===== src/sv/vis_pkg.sv =====
// ----------------------------------------------------------------------------
// vis_pkg: shared types and constants of the grid value iteration sweep
// Configuration layout, register indexes, controller/datapath command and
// status groups, fixed-point constants and the per-cell step schedule.
// ----------------------------------------------------------------------------
package vis_pkg;

  // configuration register file contents
  typedef struct packed {
    logic [15:0] discount;
    logic [15:0] reach;
    logic [15:0] stray;
    logic [7:0]  high_goal;
    logic [7:0]  low_goal;
    logic [7:0]  deep_pit;
    logic [7:0]  shallow_pit;
  } vis_cfg_t;

  // register index, byte address = 4 * index
  typedef enum logic [2:0] {
    REG_DISCOUNT    = 3'd0,
    REG_REACH       = 3'd1,
    REG_STRAY       = 3'd2,
    REG_HIGH_GOAL   = 3'd3,
    REG_LOW_GOAL    = 3'd4,
    REG_DEEP_PIT    = 3'd5,
    REG_SHALLOW_PIT = 3'd6
  } vis_reg_e;

  localparam logic [15:0] RST_DISCOUNT    = 16'd58982;
  localparam logic [15:0] RST_REACH       = 16'd45875;
  localparam logic [15:0] RST_STRAY       = 16'd6554;
  localparam logic [7:0]  RST_HIGH_GOAL   = 8'd135;
  localparam logic [7:0]  RST_LOW_GOAL    = 8'd114;
  localparam logic [7:0]  RST_DEEP_PIT    = 8'd55;
  localparam logic [7:0]  RST_SHALLOW_PIT = 8'd52;

  // input transaction kinds
  localparam logic ACT_SWEEP = 1'b0;
  localparam logic ACT_READ  = 1'b1;

  // Q16.16 constants
  localparam logic signed [31:0] HIGH_GOAL_VALUE = 32'sd655360;
  localparam logic signed [31:0] LOW_GOAL_VALUE  = 32'sd196608;
  localparam logic signed [39:0] DEEP_PENALTY    = 40'sd655360;
  localparam logic signed [39:0] SHALLOW_PENALTY = 40'sd327680;

  // per-cell step schedule
  localparam logic [3:0] STEP_RD_LAST    = 4'd3;
  localparam logic [3:0] STEP_MUL_FIRST  = 4'd1;
  localparam logic [3:0] STEP_MUL_LAST   = 4'd4;
  localparam logic [3:0] STEP_TERM_FIRST = 4'd2;
  localparam logic [3:0] STEP_TERM_LAST  = 4'd5;
  localparam logic [3:0] STEP_TOTAL      = 4'd6;
  localparam logic [3:0] STEP_PROD_FIRST = 4'd7;
  localparam logic [3:0] STEP_PROD_LAST  = 4'd10;
  localparam logic [3:0] STEP_ACC_FIRST  = 4'd8;
  localparam logic [3:0] STEP_ACC_LAST   = 4'd11;
  localparam logic [3:0] STEP_LAST       = 4'd12;

  // controller to datapath commands
  typedef struct packed {
    logic       capture;   // latch read coordinates
    logic       rd_en;     // issue neighbor read
    logic [1:0] rd_dir;
    logic       mul_en;    // discount times neighbor value
    logic       term_en;   // round to move outcome
    logic [1:0] term_dir;
    logic       tot_en;    // stray weight times outcome total
    logic       prod_en;   // weight difference times chosen outcome
    logic [1:0] act;
    logic       acc_en;    // round action value, keep the best
    logic       acc_first;
    logic       wr_en;     // write cell, advance position
    logic       finish;    // swap tables, count sweep
    logic       look_rd;   // issue lookup read
    logic       look_cap;  // capture lookup data
    logic       out_load;  // load output register
  } vis_cmd_t;

  typedef struct packed {
    logic last_cell;
  } vis_status_t;

endpackage


===== src/sv/vis_regs.sv =====
// ----------------------------------------------------------------------------
// vis_regs: configuration register file
// APB-style access; one register per 32-bit word.
// ----------------------------------------------------------------------------
module vis_regs (
  input  logic            clk_i,
  input  logic            rst_ni,
  input  logic            psel,
  input  logic            penable,
  input  logic            pwrite,
  input  logic [4:0]      paddr,
  input  logic [31:0]     pwdata,
  output logic [31:0]     prdata,
  output logic            pready,
  output vis_pkg::vis_cfg_t cfg_o
);
  import vis_pkg::*;

  vis_cfg_t cfg_q, cfg_d;
  logic     wr;

  assign pready = 1'b1;
  assign wr     = psel & penable & pwrite;

  always_comb begin
    cfg_d = cfg_q;
    if (wr) begin
      unique case (vis_reg_e'(paddr[4:2]))
        REG_DISCOUNT:    cfg_d.discount    = pwdata[15:0];
        REG_REACH:       cfg_d.reach       = pwdata[15:0];
        REG_STRAY:       cfg_d.stray       = pwdata[15:0];
        REG_HIGH_GOAL:   cfg_d.high_goal   = pwdata[7:0];
        REG_LOW_GOAL:    cfg_d.low_goal    = pwdata[7:0];
        REG_DEEP_PIT:    cfg_d.deep_pit    = pwdata[7:0];
        REG_SHALLOW_PIT: cfg_d.shallow_pit = pwdata[7:0];
        default:         cfg_d = cfg_q;
      endcase
    end
  end

  always_comb begin
    unique case (vis_reg_e'(paddr[4:2]))
      REG_DISCOUNT:    prdata = {16'd0, cfg_q.discount};
      REG_REACH:       prdata = {16'd0, cfg_q.reach};
      REG_STRAY:       prdata = {16'd0, cfg_q.stray};
      REG_HIGH_GOAL:   prdata = {24'd0, cfg_q.high_goal};
      REG_LOW_GOAL:    prdata = {24'd0, cfg_q.low_goal};
      REG_DEEP_PIT:    prdata = {24'd0, cfg_q.deep_pit};
      REG_SHALLOW_PIT: prdata = {24'd0, cfg_q.shallow_pit};
      default:         prdata = 32'd0;
    endcase
  end

  always_ff @(posedge clk_i or negedge rst_ni) begin
    if (!rst_ni) begin
      cfg_q.discount    <= RST_DISCOUNT;
      cfg_q.reach       <= RST_REACH;
      cfg_q.stray       <= RST_STRAY;
      cfg_q.high_goal   <= RST_HIGH_GOAL;
      cfg_q.low_goal    <= RST_LOW_GOAL;
      cfg_q.deep_pit    <= RST_DEEP_PIT;
      cfg_q.shallow_pit <= RST_SHALLOW_PIT;
    end else begin
      cfg_q <= cfg_d;
    end
  end

  assign cfg_o = cfg_q;

endmodule


===== config.mk =====
export PLATFORM = sky130hd
export DESIGN_NAME = vis_regs
export DESIGN_NICKNAME = d
export VERILOG_FILES = /design/src/sv/vis_pkg.sv /design/src/sv/vis_regs.sv
export SDC_FILE = /design/constraint.sdc
export NUM_CORES = 1
export LEC_CHECK = 0
export ABC_AREA = 1
export BUFFER_PORTS_ARGS = -buffer_cell sky130_fd_sc_hd__clkbuf_2
export CORE_ASPECT_RATIO = 2
export CORE_MARGIN = 3
export CORE_UTILIZATION = 50
export DETAILED_ROUTE_END_ITERATION = 16
export GPL_TIMING_DRIVEN = 1
export PLACE_DENSITY_LB_ADDON = 0.25
export SLEW_MARGIN = 20
export SYNTH_ARGS = -nofsm -noshare
export SYNTH_HDL_FRONTEND = slang
export SYNTH_SLANG_ARGS = --single-unit

===== constraint.sdc =====
create_clock -name clk_i -period 2.1 [get_ports clk_i]
set_clock_uncertainty 0.2 [all_clocks]
set_input_delay 0.42 -clock clk_i [delete_from_list [all_inputs] [get_ports clk_i]]
set_output_delay 0.42 -clock clk_i [all_outputs]
set_load 0.01 [all_outputs]

==> summary.md, run 1 <==
| Metric | Value |
|---|---|
| Antenna viol nets, final | 0 |
| WS Path Type | in2out |
| CTS tree | yes |
| R2r endpoint | cfg_o[48] |
| RSZ-0062 raised after global routing | false |
| Die area | about 9600 µm² |
| Status | finished clean |
| Starting Density | 0.522 |
| Placed insts | 730 |
| Post-route cell area | between 5000 and 6000 µm² |
| Max_cap viols | 0 |
| Finished Layout Cells | roughly 750 |
| Rows | 46 |
| DP HPWL | 9.25 mm |
| R2R cell count | 2 |
| Crit path capture type | primary output |
| Origin of the critical flop-to-flop path | cfg_o[48] |
| Dpl ws | -33.1 ps |
| FF+latch count, synth | 80 |
| Final Slew Violations | 0 |
| CTS root buffer | clkbuf_16 |
| Peak Freq | between 400 and 500 MHz |
| Max FFs per register | 80 |
| Register area share after synthesis | 0.488 |
| CP Max Fanout | 5 |
| Worst hold stages | 3 |
| Required time worst endpoint | 1480 ps |
| Hold Path Sink | cfg_o[44] |
| CTS buffer count | 9 |
| Core Region | between 8000 and 9000 µm² |
| Io pins | 155 |
| Layout cell share with drive strength beyond 1 | 0.345 |
| Vias in the first global route | 4000 |
| All-Layer GR Usage | 0.270 |
| Diode count | 0 |
| First-pass GRT wire length | a little over 20 mm |
| Die Y | about 140 µm |
| Pleak | between 2 and 3 nW |
| Vias per cell | 5.50 |
| Cell Area, Placed | around 5000 µm² |
| # DRC | 0 |
| Gate Count Post-Synth | 518 |
| Ys Warns | 0 |
| Mapped Area | ~4200 µm² |
| Post-Route WL | roughly 13 mm |
| Die width | about 70 µm |
| IO Port Bufs | 119 |
| R2R Setup Slk | 1050 ps |
| Worst EP arrival | 1430 ps |
| Pwr dens | about 950 nW/µm² |
| Clock transition at path regs | around 60 ps |
| Sink Count | 80 |
| Clock Path Buffers | 2 |
| Netlist cell types | 24 |
| H-tree Lvls | 3 |
| Post-layout nets | 690 |
| Fin crit share | 0.976 |
| Congestion Overflow GR | 0 |
| Final setup viols | 0 |
| HP Class | in2reg |
| Pin count of the biggest net entering global routing | between 80 and 90 |
| VDD IR max | 0.653 mV |
| HP Start | pwdata[12] |
| Initial antenna violation count | 0 |
| Period minus WS final | between 2000 and 2500 ps |
| Initial DRC count | 290 |
| Via count | 4121 |
| Clk_lat worst skew | around 340 ps |
| Syn Area/Cell | roughly 8 µm² |
| Pre-Repair DR Iteration Count | 5 |
| Critical path launch point type | primary input |
| Fin worst setup slack | 50.7 ps |
| Routability cong. | slightly below 0.9 |
| Hold Violations, Final | 0 |
| WL/cell | 17.0 µm |
| Layout area overhead | 27.1% |
==> power by group <==
group | internal (W) | switching (W) | leakage, nW
logic | 0.000447 | 0.000732 | 1.71
clock network | 0.00110 | 0.000596 | 0.160
registers | 0.00196 | 0.000247 | 0.921
==> cell families after synthesis <==
group,Yosys count,synth area share
AND/OR/NAND/NOR,282,0.311
flip-flops,80,0.488
AO/OA/AOI/OAI,88,0.109
other,2,0.00178
buffers and inverters,66,0.0898
==> stage by stage <==
stage | hold WS [ps] | setup TNS (ps) | util | total power (W)
global route | 87.9 | 0 | 0.664 | 0.00533
CTS | 73.2 | -8.77 | 0.656 | 0.00510
detailed placement | 273 | -144 | 0.613 | 0.00339
finish | 82.6 | 0 | 0.664 | 0.00509
global placement | 269 | -18.2 | 0.613 | 0.00335
floorplan | -75.6 | 0 | - | 0.00278
==> cell type report <==
cell class              instances  area, µm²
fillers                       706       2710
clock buffers                  13        260
inverters                      20       85.1
flip-flops and latches         80       2050
repair buffers                150        911
well taps                      96        120
multi-input cells             387       1850
clock inverters                 3       65.1
==> worst max-delay path by stage <==
stage / to / startpoint / slack [ps]
6_report: prdata[2] / paddr[2] / 50
3_3_place_gp: prdata[1] / paddr[3] / -10
2_1_floorplan: prdata[4] / paddr[4] / 240
3_5_place_dp: prdata[5] / paddr[4] / -30
5_1_grt: prdata[8] / paddr[2] / 0.7
4_1_cts: prdata[8] / paddr[3] / -8
==> routing by layer <==
metal  part of all wire  GRT usage
met4              0.056      0.178
met5                  0          0
met3              0.066     0.0557
met2               0.52      0.459
met1               0.35      0.300
==> layout by cell type (no fill, tap or decap), drive strengths merged <==
cell type | synthesis | layout
dfstp | 41 | 41
nand3 | 22 | 22
dfrtp | 39 | 39
nand4 | 32 | 32
dlygate4sd3 | 0 | 1
o21ai | 80 | 80
bufinv | 0 | 2
buf | 40 | 35
nor2 | 32 | 32
inv | 20 | 19
nand2 | 194 | 194
clkbuf | 6 | 127
o211ai | 8 | 8
clkinv | 0 | 2
conb | 2 | 17
nor3 | 2 | 2
==> repair_timing <==
action / in CTS / in global routing
endpoints found under the hold margin: 39 / 0
endpoints found under the setup margin: 12 / 15
setup buffers: 0 / 1
gates resized for setup: 3 / 23
pin swaps: 1 / 3
cloned: 0 / 1
hold buffers: 1 / 0
==> synth_stat cells <==
library cell	n	share of area
nand3_1	16	0.019
buf_1	2	0.0018
buf_2	11	0.013
nand3_4	4	0.017
nor3_2	1	0.0024
buf_4	23	0.041
o21ai_0	75	0.089
conb_1	2	0.0018
inv_1	17	0.015
buf_6	4	0.011
nor2_1	25	0.022
nand2_1	193	0.17
inv_2	3	0.0027
nor3_4	1	0.0039
nor2_8	1	0.0048
dfrtp_1	39	0.23
nor2_4	6	0.016
nand2_2	1	0.0015
nand3_2	2	0.0048
dfstp_2	41	0.26
o211ai_1	8	0.014
o21ai_1	5	0.0059
nand4_1	32	0.048
clkbuf_1	6	0.0054
==> critical path: stages <==
cell and delay [ps]:
clkbuf_4 160, nor2_4 200, buf_6 160, nand3_1 150
nand2_1 100, nor2_1 50, nand2_1 70, clkbuf_2 130
Power figures use the tool's default switching activity.
==> run 2: changes to the inputs <==
--- a/config.mk
+++ b/config.mk
@@ -7,9 +7,9 @@
 export LEC_CHECK = 0
 export ABC_AREA = 1
 export BUFFER_PORTS_ARGS = -buffer_cell sky130_fd_sc_hd__clkbuf_2
-export CORE_ASPECT_RATIO = 2
 export CORE_MARGIN = 3
-export CORE_UTILIZATION = 50
+export CORE_UTILIZATION = 51
+export CTS_BUF_LIST = sky130_fd_sc_hd__clkbuf_8
 export DETAILED_ROUTE_END_ITERATION = 16
 export GPL_TIMING_DRIVEN = 1
 export PLACE_DENSITY_LB_ADDON = 0.25
==> summary.md, run 2 (synthesis results as in run 1) <==
| Metric | Value |
|---|---|
| Required time worst endpoint | 1480 ps (about the same) |
| Die area | 9380 µm² (-2.5%) |
| Hold Violations, Final | 0 (unchanged) |
| RSZ-0062 raised after global routing | false |
| Final setup viols | 0 (unchanged) |
| NetSw | 0.00155 W (-1.6%) |
| Delay-heaviest family, CP | simple AND/OR/NAND/NOR gates |
| Switch share | 0.340 (+0.0301) |
| Io pins | 155 (unchanged) |
| Clock transition at path regs | 90 ps (+30 ps) |
| Vias per cell | 5.47 (-0.65%) |
| CP Max Fanout | 13 (+8) |
| Final Core Density | 0.658 (-0.00629) |
| Routability cong. | 0.926 (+5.1%) |
| Placed insts | 729 (-0.14%) |
| Crit path capture type | primary output |
| Sink Count | 80 (unchanged) |
| HP Class | in2reg |
| Top cell by count, worst path | nor2_1 |
| Commonest non-fill, non-tap cells in the layout | 193 x nand2_1, 115 x clkbuf_2, 75 x o21ai_0 |
| Die Y | 96.8 µm (-29%) |
| WS Path Type | in2out |
| Antenna viol nets, final | 0 (unchanged) |
| Peak Freq | 489 MHz (+0.13%) |
| Fin crit share | 0.975 (-0.00127) |
| Pre-Repair DR Iteration Count | 5 (unchanged) |
| Diode count | 0 (unchanged) |
| Core Region | 7850 µm² (-2.6%) |
| CTS tree | yes |
| Tot Pwr | 0.00456 W (-10%) |
| Post-route cell area | 5160 µm² (-3.5%) |
| Worst EP arrival | 1430 ps (about the same) |
| Initial DRC count | 294 (+1.4%) |
| Finished Layout Cells | 746 (-0.40%) |
| Congestion Overflow GR | 0 (unchanged) |
| Fillers | 712 (+0.85%) |
| Die width | 96.8 µm (+37%) |
| VDD IR max | 0.440 mV (-33%) |
| Layout cell share with drive strength beyond 1 | 0.337 (-0.00761) |
| DP HPWL | 8.63 mm (-6.8%) |
| Max FFs per register | 80 (unchanged) |
| First-pass GRT wire length | 19.4 mm (-3.9%) |
| Cell Area, Placed | 4920 µm² (-0.41%) |
| Clk_lat worst skew | 350 ps (about the same) |
| Gate power share | 0.251 (+0.019) |
| Power share of the clock group | 0.264 (-0.070) |
| WL/cell | 16.2 µm (-4.8%) |
| CTS root buffer | clkbuf_8 |
| CTS buffer count | 9 (unchanged) |
| Worst path cell trace | clkbuf_4 > inv_2 > nand3_4 > nor2_1 > nor2_1 > nand2_1 > clkbuf_2 |
| Setup tns final | 0 ps (unchanged) |
| Period minus WS final | 2050 ps (-2.67 ps) |
| Commonest non-fill, non-tap cell in the layout | nand2_1 |
| Final Slew Violations | 0 (unchanged) |
| Crit path buffers/inverters | 3 (unchanged) |
| # DRC | 0 (unchanged) |
| Sequential share of power | 0.485 (+0.051) |
| Critical path launch point type | primary input |
| All-Layer GR Usage | 0.255 (-0.0153) |
| Pin count of the biggest net entering global routing | 72 (-11%) |
| Starting Density | 0.536 (+0.0140) |
| Internal power | 0.00301 W (-14%) |
| Slowest stage delay, CP | 200 ps (about the same) |
| Layout area overhead | 22.6% |
| H-tree Lvls | 3 (unchanged) |
| Initial antenna violation count | 0 (unchanged) |
| Rows | 32 (-30%) |
| Status | finished clean |
| IO Port Bufs | 119 (unchanged) |
| Critical path's slowest cell | nand3_4 |
| Max_cap viols | 0 (unchanged) |
| Vias in the first global route | 3758 (-6.1%) |
| Pleak | 2.69 nW (-3.6%) |
| Clock Path Buffers | 2 (unchanged) |
| Pwr dens | 885 nW/µm² (-7.0%) |
| Post-Route WL | 12.1 mm (-5.2%) |
| Via count | 4078 (-1.0%) |
| Post-layout nets | 681 (-1.3%) |
-- run 2: worst min-delay path, delay by kind of cell --
kind                   cells  cell delay (ps)
buffers and inverters      1              100
AND/OR/NAND/NOR            2              110
-- run 2: stage by stage --
stage	setup WS [ps]	hold WS, ps
6_report	53.4	64.9
5_1_grt	10.6	74.4
4_1_cts	16.1	56.1
3_5_place_dp	-37.2	176
3_3_place_gp	-22.0	171
2_1_floorplan	238	-75.6
-- run 2: final timing paths --
check	start	endpoint	slack (ps)	depth (start not counted)
setup / recovery	paddr[3]	prdata[1]	50	7
hold / removal	pwdata[8]	cfg_o[40]	60	3
setup reg to reg	cfg_o[49]	cfg_o[49]	1050	2
hold reg to reg	cfg_o[33]	cfg_o[33]	290	2
max in group asynchronous	rst_ni	cfg_o[44]	710	3
min in group asynchronous	rst_ni	cfg_o[7]	340	2
-- run 2: power groups by stage --
stage / logic [W] / clock network (W) / registers [W]
final: 0.00115 / 0.00121 / 0.00221
after global routing: 0.00127 / 0.00128 / 0.00225
after CTS: 0.00115 / 0.00122 / 0.00221
after detailed placement: 0.00115 / 0 / 0.00222
after global placement: 0.00112 / 0 / 0.00222
after floorplan: 0.000460 / 0 / 0.00232
-- run 2: per-layer routing --
metal	vias to the layer above	track usage	share of wire
met3	27	0.0461	0.087
li1	1921	-	-
met1	1908	0.355	0.41
met5	-	0	0
met4	0	0.0940	0.022
met2	222	0.400	0.49
-- run 2: what timing repair did --
item                                    in CTS  in global routing
endpoints found under the setup margin       7                 15
setup buffers                                0                  0
resized for setup                            2                  6
pin swaps                                    0                  1
hold buffers                                 1                  0
endpoints found under the hold margin       15                  0
-- run 2: final cells by class --
class	instances	area, µm²	share of cell area
flip-flops and latches	80	2050	0.398
inverters	20	77.6	0.0150
repair buffers	141	846	0.164
clock inverters	5	63.8	0.0124
well taps	102	128	0.0247
clock buffers	11	151	0.0293
multi-input cells	387	1840	0.357
