`config.mk`:
```
export PLATFORM = sky130hd
export DESIGN_NAME = vis_ctrl
export DESIGN_NICKNAME = d
export VERILOG_FILES = /design/src/sv/vis_pkg.sv /design/src/sv/vis_ctrl.sv
export SDC_FILE = /design/constraint.sdc
export NUM_CORES = 1
export LEC_CHECK = 0
export BUFFER_PORTS_ARGS = -buffer_cell sky130_fd_sc_hd__buf_4
export CORE_MARGIN = 5
export CORE_UTILIZATION = 30
export CTS_BUF_LIST = sky130_fd_sc_hd__clkbuf_8 sky130_fd_sc_hd__clkbuf_16
export CTS_CLUSTER_DIAMETER = 40
export DETAILED_ROUTE_END_ITERATION = 7
export HOLD_SLACK_MARGIN = 0.05
export PLACE_DENSITY = 0.58
export SLEW_MARGIN = 10
export SYNTH_ARGS = -nofsm -noshare
export SYNTH_HDL_FRONTEND = slang
export SYNTH_SLANG_ARGS = --single-unit
```
`constraint.sdc`:
```
create_clock -name clk_i -period 3.8 [get_ports clk_i]
set_clock_uncertainty 0.05 [all_clocks]
set_input_delay 0.57 -clock clk_i [delete_from_list [all_inputs] [get_ports clk_i]]
set_output_delay 0.57 -clock clk_i [all_outputs]
set_load 0.02 [all_outputs]
```
`src/sv/vis_pkg.sv`:
```
// ----------------------------------------------------------------------------
// vis_pkg: shared types and constants of the grid value iteration sweep
// Configuration layout, register indexes, controller/datapath command and
// status groups, fixed-point constants and the per-cell step schedule.
// ----------------------------------------------------------------------------
package vis_pkg;

  // configuration register file contents
  typedef struct packed {
    logic [15:0] discount;
    logic [15:0] reach;
    logic [15:0] stray;
    logic [7:0]  high_goal;
    logic [7:0]  low_goal;
    logic [7:0]  deep_pit;
    logic [7:0]  shallow_pit;
  } vis_cfg_t;

  // register index, byte address = 4 * index
  typedef enum logic [2:0] {
    REG_DISCOUNT    = 3'd0,
    REG_REACH       = 3'd1,
    REG_STRAY       = 3'd2,
    REG_HIGH_GOAL   = 3'd3,
    REG_LOW_GOAL    = 3'd4,
    REG_DEEP_PIT    = 3'd5,
    REG_SHALLOW_PIT = 3'd6
  } vis_reg_e;

  localparam logic [15:0] RST_DISCOUNT    = 16'd58982;
  localparam logic [15:0] RST_REACH       = 16'd45875;
  localparam logic [15:0] RST_STRAY       = 16'd6554;
  localparam logic [7:0]  RST_HIGH_GOAL   = 8'd135;
  localparam logic [7:0]  RST_LOW_GOAL    = 8'd114;
  localparam logic [7:0]  RST_DEEP_PIT    = 8'd55;
  localparam logic [7:0]  RST_SHALLOW_PIT = 8'd52;

  // input transaction kinds
  localparam logic ACT_SWEEP = 1'b0;
  localparam logic ACT_READ  = 1'b1;

  // Q16.16 constants
  localparam logic signed [31:0] HIGH_GOAL_VALUE = 32'sd655360;
  localparam logic signed [31:0] LOW_GOAL_VALUE  = 32'sd196608;
  localparam logic signed [39:0] DEEP_PENALTY    = 40'sd655360;
  localparam logic signed [39:0] SHALLOW_PENALTY = 40'sd327680;

  // per-cell step schedule
  localparam logic [3:0] STEP_RD_LAST    = 4'd3;
  localparam logic [3:0] STEP_MUL_FIRST  = 4'd1;
  localparam logic [3:0] STEP_MUL_LAST   = 4'd4;
  localparam logic [3:0] STEP_TERM_FIRST = 4'd2;
  localparam logic [3:0] STEP_TERM_LAST  = 4'd5;
  localparam logic [3:0] STEP_TOTAL      = 4'd6;
  localparam logic [3:0] STEP_PROD_FIRST = 4'd7;
  localparam logic [3:0] STEP_PROD_LAST  = 4'd10;
  localparam logic [3:0] STEP_ACC_FIRST  = 4'd8;
  localparam logic [3:0] STEP_ACC_LAST   = 4'd11;
  localparam logic [3:0] STEP_LAST       = 4'd12;

  // controller to datapath commands
  typedef struct packed {
    logic       capture;   // latch read coordinates
    logic       rd_en;     // issue neighbor read
    logic [1:0] rd_dir;
    logic       mul_en;    // discount times neighbor value
    logic       term_en;   // round to move outcome
    logic [1:0] term_dir;
    logic       tot_en;    // stray weight times outcome total
    logic       prod_en;   // weight difference times chosen outcome
    logic [1:0] act;
    logic       acc_en;    // round action value, keep the best
    logic       acc_first;
    logic       wr_en;     // write cell, advance position
    logic       finish;    // swap tables, count sweep
    logic       look_rd;   // issue lookup read
    logic       look_cap;  // capture lookup data
    logic       out_load;  // load output register
  } vis_cmd_t;

  typedef struct packed {
    logic last_cell;
  } vis_status_t;

endpackage

```
`src/sv/vis_ctrl.sv`:
```
// ----------------------------------------------------------------------------
// vis_ctrl: sweep and lookup sequencer
// Walks the per-cell step schedule, drives the input and output handshakes.
// ----------------------------------------------------------------------------
module vis_ctrl (
  input  logic                 clk_i,
  input  logic                 rst_ni,
  input  logic                 s_tvalid_i,
  input  logic                 s_action_i,
  output logic                 s_tready_o,
  output logic                 m_tvalid_o,
  input  logic                 m_tready_i,
  input  vis_pkg::vis_status_t status_i,
  output vis_pkg::vis_cmd_t    cmd_o
);
  import vis_pkg::*;

  typedef enum logic [4:0] {
    ST_IDLE      = 5'b00001,
    ST_SWEEP     = 5'b00010,
    ST_LOOK_ADDR = 5'b00100,
    ST_LOOK_DATA = 5'b01000,
    ST_DONE      = 5'b10000
  } vis_state_e;

  vis_state_e state_q, state_d;
  logic [3:0] step_q, step_d;
  logic       m_valid_q, m_valid_d;

  assign s_tready_o = (state_q == ST_IDLE);
  assign m_tvalid_o = m_valid_q;

  always_comb begin
    state_d   = state_q;
    step_d    = step_q;
    m_valid_d = m_valid_q & ~m_tready_i;
    cmd_o     = '0;
    unique case (state_q)
      ST_IDLE: begin
        if (s_tvalid_i) begin
          cmd_o.capture = 1'b1;
          step_d        = '0;
          state_d       = (s_action_i == ACT_READ) ? ST_LOOK_ADDR : ST_SWEEP;
        end
      end
      ST_SWEEP: begin
        cmd_o.rd_en     = (step_q <= STEP_RD_LAST);
        cmd_o.rd_dir    = step_q[1:0];
        cmd_o.mul_en    = (step_q >= STEP_MUL_FIRST) && (step_q <= STEP_MUL_LAST);
        cmd_o.term_en   = (step_q >= STEP_TERM_FIRST) && (step_q <= STEP_TERM_LAST);
        cmd_o.term_dir  = 2'(step_q - STEP_TERM_FIRST);
        cmd_o.tot_en    = (step_q == STEP_TOTAL);
        cmd_o.prod_en   = (step_q >= STEP_PROD_FIRST) && (step_q <= STEP_PROD_LAST);
        cmd_o.act       = 2'(step_q - STEP_PROD_FIRST);
        cmd_o.acc_en    = (step_q >= STEP_ACC_FIRST) && (step_q <= STEP_ACC_LAST);
        cmd_o.acc_first = (step_q == STEP_ACC_FIRST);
        if (step_q == STEP_LAST) begin
          cmd_o.wr_en = 1'b1;
          step_d      = '0;
          if (status_i.last_cell) begin
            cmd_o.finish = 1'b1;
            state_d      = ST_DONE;
          end
        end else begin
          step_d = step_q + 4'd1;
        end
      end
      ST_LOOK_ADDR: begin
        cmd_o.look_rd = 1'b1;
        state_d       = ST_LOOK_DATA;
      end
      ST_LOOK_DATA: begin
        cmd_o.look_cap = 1'b1;
        state_d        = ST_DONE;
      end
      ST_DONE: begin
        // hold the result until the output register frees up
        if (!m_valid_q || m_tready_i) begin
          cmd_o.out_load = 1'b1;
          m_valid_d      = 1'b1;
          state_d        = ST_IDLE;
        end
      end
      default: begin
        state_d = ST_IDLE;
      end
    endcase
  end

  always_ff @(posedge clk_i or negedge rst_ni) begin
    if (!rst_ni) begin
      state_q   <= ST_IDLE;
      step_q    <= '0;
      m_valid_q <= 1'b0;
    end else begin
      state_q   <= state_d;
      step_q    <= step_d;
      m_valid_q <= m_valid_d;
    end
  end

endmodule

```
==> results of run 1 <==
-- state kept, by name, summed over array words and instances, names as in the netlist --
name / cells
m_tvalid_o: 1
state_q: 5
step_q: 4
-- layout make-up --
type / instances / area (um^2) / area share [%]
multi-input combinational: 73 / 478 / 46.6
sequential: 10 / 251 / 24.5
timing repair buffer: 26 / 195 / 19.0
clock buffer: 3 / 41.3 / 4.02
tap: 30 / 37.5 / 3.66
inverter: 5 / 18.8 / 1.83
clock inverter: 1 / 3.75 / 0.366
-- cells by family (layout without fill, tap and decap cells) --
| kind of cell | after synthesis | in the layout |
|---|---|---|
| and+or+nand+nor | 48 | 48 |
| AOI/OAI and AO/OA | 20 | 20 |
| DFF | 10 | 10 |
| buffers and inverters | 10 | 35 |
| adders and majority gates | 4 | 4 |
| xor gates and xnor gates | 1 | 1 |
-- worst max path at each step --
| stage | from | to | slack, ns |
|---|---|---|---|
| final | state_q[4]$_DFFE_PN0P_ | cmd_o[14] | 1.18 |
| after global routing | state_q[4]$_DFFE_PN0P_ | cmd_o[13] | 1.07 |
| after CTS | state_q[4]$_DFFE_PN0P_ | cmd_o[14] | 1.18 |
| after detailed placement | state_q[4]$_DFFE_PN0P_ | cmd_o[14] | 1.43 |
| after global placement | state_q[4]$_DFFE_PN0P_ | cmd_o[14] | 1.47 |
| after floorplan | state_q[4]$_DFFE_PN0P_ | cmd_o[15] | 1.33 |
-- metrics by stage --
stage / cells / setup slack [ns] / util, %
3_3_place_gp: 144 / 1.47 / 39.6
4_1_cts: 148 / 1.18 / 41.4
3_5_place_dp: 144 / 1.43 / 39.6
6_report: 148 / 1.18 / 41.4
2_1_floorplan: 93 / 1.33 / -
5_1_grt: 148 / 1.07 / 41.4
-- routing by layer --
metal  global-route usage (%)  vias up  routed length [um]
met5                        0        -                   0
met4                     1.86        0                   0
met3                     4.89        0                 177
met2                     18.2       24                 848
met1                     13.7      343                 851
li1                         -      374                   -
-- cells in the final DEF (no fill, tap or decap), types with 2 or more instances in the layout --
cell      Yosys  routed
nand2_1       7       7
o22ai_1       2       2
dfrtp_1       9       9
o21ai_0       6       6
a21oi_1       2       2
nand2b_1      4       4
clkbuf_8      0       3
buf_4         1      26
o31ai_2       2       2
nor2b_1       2       2
nand3_1       3       3
inv_1         5       6
and3_1        5       5
and2_1        2       2
nor2_1       16      16
nor3_1        3       3
ha_1          4       4
-- power by group through the flow --
| stage | Clock [W] | Combinational (W) | Sequential (W) |
|---|---|---|---|
| 2_1_floorplan | 0 | 0.000236 | 0.000170 |
| 3_3_place_gp | 0 | 0.000306 | 0.000179 |
| 3_5_place_dp | 0 | 0.000310 | 0.000181 |
| 4_1_cts | 0.000117 | 0.000312 | 0.000180 |
| 5_1_grt | 0.000123 | 0.000346 | 0.000190 |
| 6_report | 0.000114 | 0.000309 | 0.000181 |
-- synthesized netlist by cell type (all sizes together), types with 2 or more instances --
cell type	n	area share, %
nor2b	2	1.6
dfrtp	9	29
inv	5	2.4
nor2	16	7.7
nand3	3	1.9
nand2	7	3.4
a21oi	2	1.3
clkbuf	2	0.96
o31ai	2	3.2
and2	2	1.6
nand2b	4	3.2
buf	3	3.0
and3	5	4.0
nor3	3	1.9
a2111oi	2	5.5
o21ai	6	3.9
o22ai	2	1.6
ha	4	6.4
==> flow_summary.json, run 1 <==
{
  "fin_hold_ws_ns": 0.0958,
  "layout-drive-gt1-share_pct": 30.5,
  "synth_xor_xnor_area_share_pct": 1.12,
  "setup_viol": 0,
  "die_h_um": 61.0,
  "grt_overflow": 0,
  "synth.area.mux_share_pct": 0,
  "rr_startpoint": "step_q[0]$_DFFE_PN0P_",
  "avgSynthCellArea_um2": 8.38,
  "crit_slowest_cell": "or3_1",
  "hold_viol_final": 0,
  "h-tree-depth": 1,
  "drt_pre_antenna_iters": 4,
  "nets": 129,
  "synth_seq_area_share_pct": 32.3,
  "power.internal_w": 0.000332,
  "vias": 741,
  "post_cts_resized": 0,
  "synth_top_family_by_area": "simple AND/OR/NAND/NOR gates",
  "grt_max_degree": 16,
  "critical_path.endpoint_type": "primary output",
  "tightest_slew_ns": 0.506,
  "cp_cell_sequence": "or3_1 > or2_4 > a2111oi_4 > buf_4",
  "cts-root-buf": "clkbuf_8",
  "start_kind": "flop",
  "min_period_over_period_pct": 68.8,
  "timing.fmax_mhz": 382,
  "sequentialPowerShare_pct": 29.9,
  "ctsHoldBuffers": 0,
  "ios": 27,
  "yosysWarnings": 0,
  "synth_cell_type_count": 35,
  "power.switching_w": 0.000271,
  "start_util_pct": 31.5,
  "post_cts_buffers": 0,
  "cts_tree": "built",
  "p_total_w": 0.000604,
  "critPathKind": "reg2out",
  "wl_um": 1880,
  "cts_buffer_depth": 2,
  "path_depth": 4,
  "cp_max_fo": 13,
  "synth_edf_count": 0,
  "gp_congestion": 0.784,
  "synthesis.area_um2": 779,
  "synth-compound-area-share_pct": 21.7,
  "tns_ns": 0,
  "syn_to_final_growth_pct": 31.6,
  "cp_top_family": "simple AND/OR/NAND/NOR gates",
  "core_mm2": 0.00248,
  "relSlewSlack_pct": 66.2,
  "cts_made_buffers": 3,
  "min_period_ns": 2.62,
  "swShare_pct": 45.0,
  "vias_per_cell": 5.01,
  "grt_use_total_pct": 11.1,
  "grt_pass1_wl_um": 3100,
  "die_w_um": 61.0,
  "worst_ep_required_time_ns": 3.18,
  "yosys_register_bits": 10,
  "powerDensity_mw_per_mm2": 588,
  "synth_fp_nets": 103,
  "p_comb_share_pct": 51.3,
  "insertedDiodeCount": 0,
  "hold_path.class": "in2async",
  "cp.buffers_inverters": 1,
  "die_area_mm2": 0.00372,
  "async_reset_ff_share_pct": 100,
  "design_area_mm2": 0.00103,
  "antenna_found_initial": 0,
  "clkPwrFrac_pct": 18.8,
  "syn_inst": 93,
  "rr_worst_depth": 6,
  "r2r_slack_ns": 2.02,
  "drtIter0Drc": 17,
  "synthAdderAreaFrac_pct": 6.42,
  "dpl_cell_area_um2": 981,
  "clk_pin_slew_ns": 0.05,
  "portBuffers": 26,
  "route.detailed.wl_per_inst_um": 12.7,
  "place_hpwl_um": 1450,
  "status": "finished, final reports clean",
  "cts_sinks": 10,
  "num_rows": 18,
  "grt_pass1_vias": 707,
  "total_leakage_power_nw": 0.503,
  "peakVddDrop_v": 0.000397,
  "synth_simple_gate_area_share_pct": 32.1,
  "drv_cap": 0,
  "arrival_ns": 2.00,
  "nFillCells": 264,
  "slowest_delay_ns": 0.47,
  "drv_slew": 0,
  "drtAntennaViolNets": 0,
  "rsz0062_at_grt": "no",
  "rr_endpoint": "state_q[4]$_DFFE_PN0P_",
  "synthFlopType": "dfrtp_1",
  "insertion_delay_ns": 0.24,
  "drc": 0
}
Power figures use the tool's default switching activity.
==> inputs of run 2 (changes only) <==
- PLACE_DENSITY: 0.58 -> 0.6
- clock period: 3.8 -> 2.4 ns (I/O delays scaled with it)
==> run 2 against run 1 <==
  * Register-to-register slack lost 1.3 ns
  * Non-clock buffer count grew 9
  * Clock power grew 84%
  * Hold slack gained 0.16 ns
  * Count of clock-buffer cells in the layout grew 1
  * Critical path depth is the same
  * Cell area grew 8.3%
  * Die area is the same
  * Sequential power grew 44%
  * Critical path type unchanged
  * Final cell count grew 6.1%
==> flow_summary.json, run 2 (synthesized netlist as in run 1, its figures left out) <==
{
  "p_comb_share_pct": 55.2,
  "drtAntennaViolNets": 0,
  "die_area_mm2": 0.00372,
  "hold_path.class": "in2reg",
  "num_rows": 18,
  "design_area_mm2": 0.00111,
  "ios": 27,
  "wl_um": 1930,
  "place_hpwl_um": 1470,
  "grt_max_degree": 16,
  "start_kind": "flop",
  "drt_pre_antenna_iters": 4,
  "cp_max_fo": 9,
  "sequentialPowerShare_pct": 24.8,
  "layout_commonest_cell": "buf_4",
  "largest_register": "state_q",
  "portBuffers": 26,
  "gp_congestion": 0.836,
  "dp_slack_ns": 0.246,
  "final.setup.worst_slack_ns": 0.0577,
  "status": "finished, final reports clean",
  "relSlewSlack_pct": 66.0,
  "die_h_um": 61.0,
  "swShare_pct": 41.8,
  "hold_viol_final": 0,
  "core_mm2": 0.00248,
  "syn_to_final_growth_pct": 42.5,
  "grt_use_total_pct": 11.2,
  "critical_path.endpoint_type": "primary output",
  "cts_sinks": 10,
  "drv_cap": 0,
  "power.internal_w": 0.000613,
  "peakVddDrop_v": 0.000545,
  "power.switching_w": 0.000439,
  "insertedDiodeCount": 0,
  "arrival_ns": 1.93,
  "grt_pass1_vias": 762,
  "vias_per_cell": 4.96,
  "nets": 138,
  "layout-drive-gt1-share_pct": 36.2,
  "rr_worst_depth": 4,
  "dpl_cell_area_mm2": 0.00100,
  "die_w_um": 61.0,
  "h-tree-depth": 1,
  "tightest_slew_ns": 0.510,
  "total_leakage_power_nw": 0.547,
  "start_util_pct": 31.5,
  "setup_viol": 0,
  "powerDensity_mw_per_mm2": 947,
  "cts_buffer_depth": 2,
  "grt_overflow": 0,
  "route.detailed.wl_per_inst_um": 12.3,
  "nFillCells": 254,
  "cts_tree": "built",
  "drtIter0Drc": 22,
  "antenna_found_initial": 0,
  "cts_made_buffers": 3,
  "min_path_cells": 2,
  "tns_ns": 0,
  "drc": 0,
  "critPathKind": "reg2out",
  "grt_pass1_wl_um": 3180,
  "cts-root-buf": "clkbuf_8",
  "clkPwrFrac_pct": 20.0,
  "timing.fmax_mhz": 427,
  "rsz0062_at_grt": "no",
  "clk_pin_slew_ns": 0.05,
  "min_period_over_period_pct": 97.6,
  "largest_reg_flops": 5,
  "worst_ep_required_time_ns": 1.99,
  "r2r_slack_ns": 0.71,
  "vias": 779,
  "insertion_delay_ns": 0.23,
  "layout_common_cells": "34 x buf_4, 16 x nor2_1, 9 x dfrtp_1",
  "min_period_ns": 2.34,
  "drv_slew": 0
}
## run 2: layer usage
layer | up-vias | part of all wire (%) | GRT usage (%)
met1 | 361 | 46 | 14.1
met5 | - | 0 | 0
li1 | 391 | - | -
met3 | 4 | 7.4 | 1.91
met2 | 23 | 45 | 18.8
met4 | 0 | 1.4 | 4.64
## run 2: path summary, 6_finish.rpt
path	to	startpoint
worst max-delay path	cmd_o[13]	state_q[4]$_DFFE_PN0P_
max in group asynchronous	state_q[0]$_DFFE_PN1P_	rst_ni
worst max register to register	step_q[0]$_DFFE_PN0P_	state_q[4]$_DFFE_PN0P_
worst min-delay path	state_q[0]$_DFFE_PN1P_	s_tvalid_i
worst min register to register	m_tvalid_o$_DFF_PN0_	m_tvalid_o$_DFF_PN0_
min in group asynchronous	state_q[3]$_DFFE_PN0P_	rst_ni
## run 2: critical path: stages, from the launching register on
cell and delay (ns):
dfrtp_1 0.41, or3_4 0.44, or2_4 0.33, a2111oi_2 0.31
buf_4 0.20
## run 2: power by group through the flow
stage               clock [W]  sequential, W  combinational [W]
floorplan                   0       0.000269           0.000373
global placement            0       0.000259           0.000539
detailed placement          0       0.000262           0.000545
CTS                  0.000216       0.000260           0.000549
global route         0.000225       0.000268           0.000643
finish               0.000210       0.000261           0.000581
## run 2: cell type report
| class | instances | area, um^2 | share of cell area, % |
|---|---|---|---|
| Multi-Input combinational cell | 73 | 483 | 43.5 |
| Timing Repair Buffer | 35 | 265 | 23.9 |
| Sequential cell | 10 | 251 | 22.6 |
| Clock buffer | 4 | 55.1 | 4.95 |
| Tap cell | 30 | 37.5 | 3.38 |
| Inverter | 5 | 18.8 | 1.69 |
## run 2: timing repair
| action | 4_1_cts | 5_1_grt |
|---|---|---|
| endpoints found under the setup margin | 2 | 3 |
| resized for setup | 0 | 1 |
| buffers inserted | 0 | 5 |
| pin swaps | 1 | 1 |
| endpoints found under the hold margin | 9 | 0 |
| hold buffers | 1 | 0 |
## run 2: stage by stage
step           utilization (%)  power (W)  hold WS, ns  cells
6_report                  44.8    0.00105        0.259    157
5_1_grt                   44.8    0.00114        0.271    157
4_1_cts                   43.1    0.00102        0.260    152
3_5_place_dp              40.5   0.000807        0.149    147
3_3_place_gp              40.5   0.000797        0.149    147
2_1_floorplan                -   0.000643       0.0144     93
